## src/rtl/assert_macros.svh

```systemverilog
// Assertion macros used by the mask surface compositor RTL.
`ifndef ASSERT_MACROS_SVH
`define ASSERT_MACROS_SVH

// Property that must hold on every clock edge outside reset.
`define MSC_ASSERT(label, clk, rst_n, prop, msg) \
	label: assert property (@(posedge clk) disable iff (!rst_n) prop) else $error(msg);

// Condition that must never be true outside reset.
`define MSC_NEVER(label, clk, rst_n, cond, msg) \
	label: assert property (@(posedge clk) disable iff (!rst_n) !(cond)) else $error(msg);

`endif

```

## src/rtl/msc_pkg.sv

```systemverilog
// Shared types, constants and arithmetic helpers of the mask surface compositor.
package msc_pkg;

	// Field widths
	localparam int OP_W     = 3;
	localparam int COORD_W  = 16;
	localparam int BYTE_W   = 8;
	localparam int STATUS_W = 2;
	localparam int REG_W    = 9;
	localparam int CFG_IDX_W = 1;
	localparam int IN_TDATA_W  = 48;
	localparam int OUT_TDATA_W = 16;

	// Default surface limits
	localparam int MAX_WIDTH_DEF  = 256;
	localparam int MAX_HEIGHT_DEF = 256;

	// Byte arithmetic constants
	localparam logic [BYTE_W-1:0] FULL_BYTE  = 8'd255;
	localparam logic [BYTE_W-1:0] ROUND_HALF = 8'd127;

	// Operation codes
	localparam logic [OP_W-1:0] OP_CLEAR     = 3'd0;
	localparam logic [OP_W-1:0] OP_FILL      = 3'd1;
	localparam logic [OP_W-1:0] OP_SET       = 3'd2;
	localparam logic [OP_W-1:0] OP_UNION     = 3'd3;
	localparam logic [OP_W-1:0] OP_INTERSECT = 3'd4;
	localparam logic [OP_W-1:0] OP_SUBTRACT  = 3'd5;

	// Status codes
	localparam logic [STATUS_W-1:0] ST_WRITTEN = 2'd0;
	localparam logic [STATUS_W-1:0] ST_CLIPPED = 2'd1;
	localparam logic [STATUS_W-1:0] ST_ILLEGAL = 2'd2;

	// Register indexes
	localparam logic [CFG_IDX_W-1:0] REG_MASK_WIDTH  = 1'd0;
	localparam logic [CFG_IDX_W-1:0] REG_MASK_HEIGHT = 1'd1;

	// Request handed to the blend unit
	typedef struct packed {
		logic [OP_W-1:0]   op;
		logic [BYTE_W-1:0] old_value;
		logic [BYTE_W-1:0] src_value;
	} alu_req_t;

	// (p + 127) / 255 without a divider; exact for p up to 255*255
	function automatic logic [BYTE_W-1:0] div255_round(input logic [15:0] p);
		logic [16:0] t;
		logic [16:0] u;
		t = {1'b0, p} + {9'd0, ROUND_HALF};
		u = t + {8'd0, t[16:8]} + 17'd1;
		return u[15:8];
	endfunction

endpackage

```

## src/rtl/msc_alu.sv

```systemverilog
// Blend unit: operand select and byte product, registered, then rounding and op select.
module msc_alu (
	input  logic                          clk,
	input  logic                          load,
	input  msc_pkg::alu_req_t             req,
	output logic [msc_pkg::BYTE_W-1:0]    result
);

	logic [msc_pkg::BYTE_W-1:0] opa;
	logic [msc_pkg::BYTE_W-1:0] opb;
	logic [15:0]                prod_s2;
	logic [msc_pkg::OP_W-1:0]   op_s2;
	logic [msc_pkg::BYTE_W-1:0] src_s2;
	logic [msc_pkg::BYTE_W-1:0] quot;

	// Operand select: union works on complements, subtract on complemented source
	always_comb begin
		unique case (req.op)
			msc_pkg::OP_UNION: begin
				opa = msc_pkg::FULL_BYTE - req.old_value;
				opb = msc_pkg::FULL_BYTE - req.src_value;
			end
			msc_pkg::OP_INTERSECT: begin
				opa = req.old_value;
				opb = req.src_value;
			end
			default: begin
				opa = req.old_value;
				opb = msc_pkg::FULL_BYTE - req.src_value;
			end
		endcase
	end

	// Product register
	always_ff @(posedge clk) begin
		if (load) begin
			prod_s2 <= {8'd0, opa} * {8'd0, opb};
			op_s2   <= req.op;
			src_s2  <= req.src_value;
		end
	end

	assign quot = msc_pkg::div255_round(prod_s2);

	// Final byte per operation
	always_comb begin
		unique case (op_s2)
			msc_pkg::OP_CLEAR:     result = '0;
			msc_pkg::OP_FILL:      result = msc_pkg::FULL_BYTE;
			msc_pkg::OP_SET:       result = src_s2;
			msc_pkg::OP_UNION:     result = msc_pkg::FULL_BYTE - quot;
			default:               result = quot;
		endcase
	end

endmodule

```

## config.mk

```make
export PLATFORM = sky130hd
export DESIGN_NAME = msc_alu
export DESIGN_NICKNAME = d
export VERILOG_FILES = /design/src/rtl/assert_macros.svh /design/src/rtl/msc_pkg.sv /design/src/rtl/msc_alu.sv
export SDC_FILE = /design/constraint.sdc
export NUM_CORES = 1
export LEC_CHECK = 0
export ABC_AREA = 1
export BUFFER_PORTS_ARGS = -buffer_cell sky130_fd_sc_hd__buf_2
export CAP_MARGIN = 20
export CORE_ASPECT_RATIO = 1.1
export CORE_MARGIN = 5
export CORE_UTILIZATION = 45
export CTS_CLUSTER_DIAMETER = 30
export DETAILED_ROUTE_END_ITERATION = 7
export GPL_ROUTABILITY_DRIVEN = 0
export RECOVER_POWER = 50
export SYNTH_ARGS = -nofsm -noshare
export SYNTH_HDL_FRONTEND = slang
export SYNTH_SLANG_ARGS = --single-unit
```

## constraint.sdc

```tcl
create_clock -name clk -period 8.4 [get_ports clk]
set_clock_uncertainty 0.15 [all_clocks]
set_input_delay 1.68 -clock clk [delete_from_list [all_inputs] [get_ports clk]]
set_output_delay 1.68 -clock clk [all_outputs]
set_load 0.005 [all_outputs]
```

Word-level counts from Yosys, hierarchy flattened. Cells that the tools add are included.

Reduce and logical (&&, ||, !) cells: 1. Multiply operators: 1. Multiplexer cells: 3. Add/sub/neg operators: 6. Equal/unequal tests: 5.

Operators by type and width (count): 8-bit one-hot mux with 4 select lines (1); 8-bit subtractor, first input constant (3); 16-bit by 7-bit adder with 17-bit output, second input constant (1); 16-bit by 1-bit adder with 16-bit output, second input constant (1); 16-bit by 9-bit adder with 16-bit output (1); 8-bit by 8-bit multiplier with 16-bit output (1); 8-bit 2-to-1 mux (2); 3-bit by 2-bit equality test with 1-bit output, second input constant (3); 3-bit by 1-bit equality test with 1-bit output, second input constant (1); 3-bit equality test, second input constant (1); 3-bit zero test (1).

Logic and storage cells: 19. Bits in registers: 27.

Depth between registers and ports, before layout.
Depth in word-level cells: 5. Gate-level depth with buffers: 22. Depth with buffers taken out: 22.

Worst setup path before layout. Ideal clock, no wire load.

Path type: in2reg. Start: in req[16] in the netlist's numbering. End: reg prod_s2[14], data pin. Setup slack: 2.056 ns. Stages on the path: 19. Required time: 7.990 ns. Data arrival time: 5.934 ns. Setup time: 0.260 ns. Buffers on the path: 0. Cells stage by stage: nor2_1 nand2_1 xor2_1 inv_1 or2_2 fa_1 fa_1 fa_1 fa_1 inv_1 ha_1 a21oi_1 o21ai_0 a21oi_1 o21ai_0 a21oi_1 nor2_1 nor2_1 xor2_1.

Word-level cells in the longest chain between the ends: 3. Elaborated cells on any way between the ends: 5. Those cells by class: mul: 1; eq/ne: 2; mux: 2.

RTL lines: from (decl) (line msc_alu.sv:5) `input msc_pkg::alu_req_t req,`; 3-bit by 2-bit equality test with 1-bit output or 3-bit equality test (tied branches) (line msc_alu.sv:18) `unique case (req.op)`; 8-bit 2-to-1 mux (on tied branches); 8-bit by 8-bit multiplier with 16-bit output * (line msc_alu.sv:37) `prod_s2 <= {8'd0, opa} * {8'd0, opb};`; to (signal assigned) (line msc_alu.sv:37); to (decl) (line msc_alu.sv:11) `logic [15:0] prod_s2;`.

Every way passes the cells marked *; elsewhere a longest branch is shown, timed or not. A chain may end at the register's enable or synchronous reset.

Worst setup path after layout.
Start: in req[18] in the netlist's numbering. End: reg prod_s2[14], data pin.

Same word-level chain as after synthesis.

==> impl_metrics.ini <==
[logic_synthesis]
ys_top_cells_by_count = inv_1, nand2_1, nor2_1
synthCells = 504
synth_edf_count = 27
synth.avg_cell_area_um2 = 8.03
ys_ff_latch = 27
yosys_warnings = 0
ys_seq_area_share_pct = 20.0
synth_top_area_share_pct = 20.0
synth_area_leaders = edfxtp_1, fa_1, ha_1, inv_1, nand2_1
synthesis.area_um2 = 4050
syn-num-nets = 606
yosysUniqueCellTypes = 34
synthFlopType = edfxtp_1
synth.largest_area_cell = edfxtp_1
async_flop_share_pct = 0
synth.most_common_cell = inv_1

[placement]
portBuffers = 28
dp_hpwl_mm = 7.20
post_dp_cell_area_um2 = 4320

[sta]
finalSetupTns_ns = 0
finalHoldViolCount = 0
slew_headroom_pct = 10.8
hold_ws_ns = 1.50
clock.fmax_mhz = 149
fin_crit_sh_pct = 79.8
finalCriticalPeriod_ns = 6.70
slew_violations = 0
rsz0062_at_grt = false
tightestPinTransition_ns = 1.34
setup_viol = 0

[routing]
via_count = 3198
totalWireLength_mm = 8.17
dr.pass1.iters = 4
vias_per_cell = 4.94
drcViolationCount = 0
detail-route-antenna-nets = 0
wire_per_inst_um = 12.6
first_iter_violations = 120

[worst_hold_path]
whs_path_depth = 1
holdPathEnd = op_s2[1]$_DFFE_PP_
min-delay-start = req[17]
hp-class = input port to register

[cts]
cts_buffers = 3
cts_tree = built
post_cts_resize_count = 0
h-tree-depth = 1
cts_setup_buffers = 0
clkSinkCount = 27
postCtsHoldBufs = 0
cts-root-buf = clkbuf_8
clock_path_buffers = 2
clk_pin_slew_worst_paths_ns = 0.08

[global_routing]
grt_first_pass_wirelength_mm = 14.1
grt-ovfl-total = 0
grt_max_degree = 28
grt_pass1_vias = 3104
met3_usage_pct = 0.635
antenna_found_initial = 0
met2_usage_pct = 27.8
met1_usage_pct = 20.8
grt_use_total_pct = 15.9
top_usage_layer = met2

[power_and_ir_drop]
power_frac_seq_pct = 19.3
clkPwrFrac_pct = 5.0
switching_share_pct = 51.4
p_leak_nw = 2.26
vdd_drop_max_v = 0.000226
p_sw_mw = 0.708
p_comb_share_pct = 75.6
internal_power_mw = 0.669
power_density_nw_per_um2 = 317

[worst_setup_path]
crit_path_top_delay_cell = xor2_1
cpMostUsedCell = fa_1
slowest_delay_ns = 0.66
crit_fanout = 8
arrival_ns = 6.57
cp-start-kind = input port
critPathRequiredTime_ns = 8.28
path_cells = clkbuf_1 > nand3b_1 > xor2_1 > inv_1 > nand2_1 > fa_1 > fa_1 > fa_1 > inv_1 > fa_1 > ha_1 > nand2_1 > o21ai_0 > a21oi_1 > o21ai_0 > a21oi_1 > nor2_1 > nor2_1 > xor2_1
crit_path_end_kind = register
critPathKind = input port to register

[floorplanning]
core_area_um2 = 8830
die_h_um = 109
die-area_um2 = 11000
num_io_pins = 29
rows = 36
die_w_um = 100
initial_core_util_pct = 45.8

[job]
maxCapViolations = 0

[final_layout]
final_area_um2 = 4350
antennaDiodeCount = 0
syn2layout_area_growth_pct = 7.51
layout-drive-gt1-share_pct = 8.24
layout.nets = 637

[outcome]
outcome = finished, final reports clean
==> sequential cells by signal (all words and copies together) (netlist names) <==
| name | flops |
|---|---|
| op_s2 | 3 |
| src_s2 | 8 |
| prod_s2 | 16 |
==> worst max-delay path, delay by kind of cell <==
kind	cells	cell delay, ns
buf+inv	3	0.33
xor+xnor	2	0.79
simple gates	5	0.78
compound gates	4	0.63
fa+ha+maj	5	2.37
==> layout by cell type (no fill, tap or decap) <==
| cell type | synthesis | final |
|---|---|---|
| a21oi_4 | 2 | 2 |
| and2_1 | 1 | 1 |
| o21bai_1 | 1 | 1 |
| clkbuf_8 | 0 | 3 |
| nand2_2 | 7 | 7 |
| clkbuf_1 | 1 | 13 |
| or2_2 | 1 | 1 |
| inv_1 | 103 | 103 |
| nor2_8 | 3 | 3 |
| ha_1 | 45 | 45 |
| nor2_4 | 4 | 4 |
| xor2_1 | 29 | 29 |
| fa_1 | 36 | 36 |
| inv_2 | 1 | 1 |
| o21ai_1 | 2 | 2 |
| o31ai_1 | 1 | 1 |
| a31oi_1 | 1 | 1 |
| nand3b_1 | 2 | 2 |
| a21oi_1 | 20 | 20 |
| nand3_1 | 26 | 26 |
| buf_2 | 1 | 16 |
| inv_4 | 1 | 1 |
| a211oi_1 | 1 | 1 |
| xor2_2 | 1 | 1 |
| nor2_1 | 70 | 70 |
| nand2_4 | 2 | 2 |
| a21o_1 | 2 | 2 |
| o21ai_0 | 6 | 6 |
| nand2_1 | 87 | 87 |
| nor3_1 | 4 | 4 |
| nand4_1 | 6 | 6 |
| xnor2_1 | 7 | 7 |
| nand3_2 | 1 | 1 |
| edfxtp_1 | 27 | 27 |
| nor2_2 | 2 | 2 |
==> per-stage QoR <==
stage	instances	utilization [%]	worst slack (ns)	power [mW]
after floorplan	504	-	2.06	1.09
after global placement	644	48.9	1.49	1.31
after detailed placement	644	48.9	1.43	1.32
after CTS	648	49.4	1.72	1.40
after global routing	648	49.3	1.38	1.57
final	648	49.3	1.70	1.38
==> per-layer routing <==
metal	vias to the layer above	wire length (µm)
met3	14	210
met1	1486	3440
met5	-	0
met2	69	4260
met4	0	259
li1	1629	-
==> area by class of cell <==
type | count | area, µm²
multi-input combinational | 370 | 2830
sequential | 27 | 811
inverter | 105 | 397
tap | 114 | 143
timing repair buffer | 28 | 125
clock buffer | 4 | 45.0
fill | 905 | 4480
==> worst max path at each step <==
stage / from / to / slack [ns] / cells after the start
floorplan: req[16] / prod_s2[14]$_DFFE_PP_ / 2.06 / 19
global route: req[18] / prod_s2[14]$_DFFE_PP_ / 1.38 / 19
detailed placement: req[18] / prod_s2[14]$_DFFE_PP_ / 1.43 / 19
global placement: req[18] / prod_s2[14]$_DFFE_PP_ / 1.49 / 19
finish: req[18] / prod_s2[14]$_DFFE_PP_ / 1.70 / 19
CTS: req[18] / prod_s2[14]$_DFFE_PP_ / 1.72 / 19
==> power groups by stage <==
| stage | logic, mW | registers, mW | clock network, mW |
|---|---|---|---|
| 5_1_grt | 1.21 | 0.273 | 0.0800 |
| 2_1_floorplan | 0.827 | 0.259 | 0 |
| 3_5_place_dp | 1.05 | 0.270 | 0 |
| 4_1_cts | 1.06 | 0.266 | 0.0720 |
| 3_3_place_gp | 1.04 | 0.269 | 0 |
| 6_report | 1.04 | 0.266 | 0.0695 |
==> kinds of logic after synthesis <==
family                   count (synthesis)  share of synthesized area [%]
adder cells (fa/ha/maj)                 81                           31.7
AO/OA/AOI/OAI                           36                           5.35
flip-flops                              27                           20.0
AND/OR/NAND/NOR                        216                           24.7
buffers and inverters                  107                           10.0
XOR/XNOR                                37                           8.19
(Power assumes the default switching activity.)
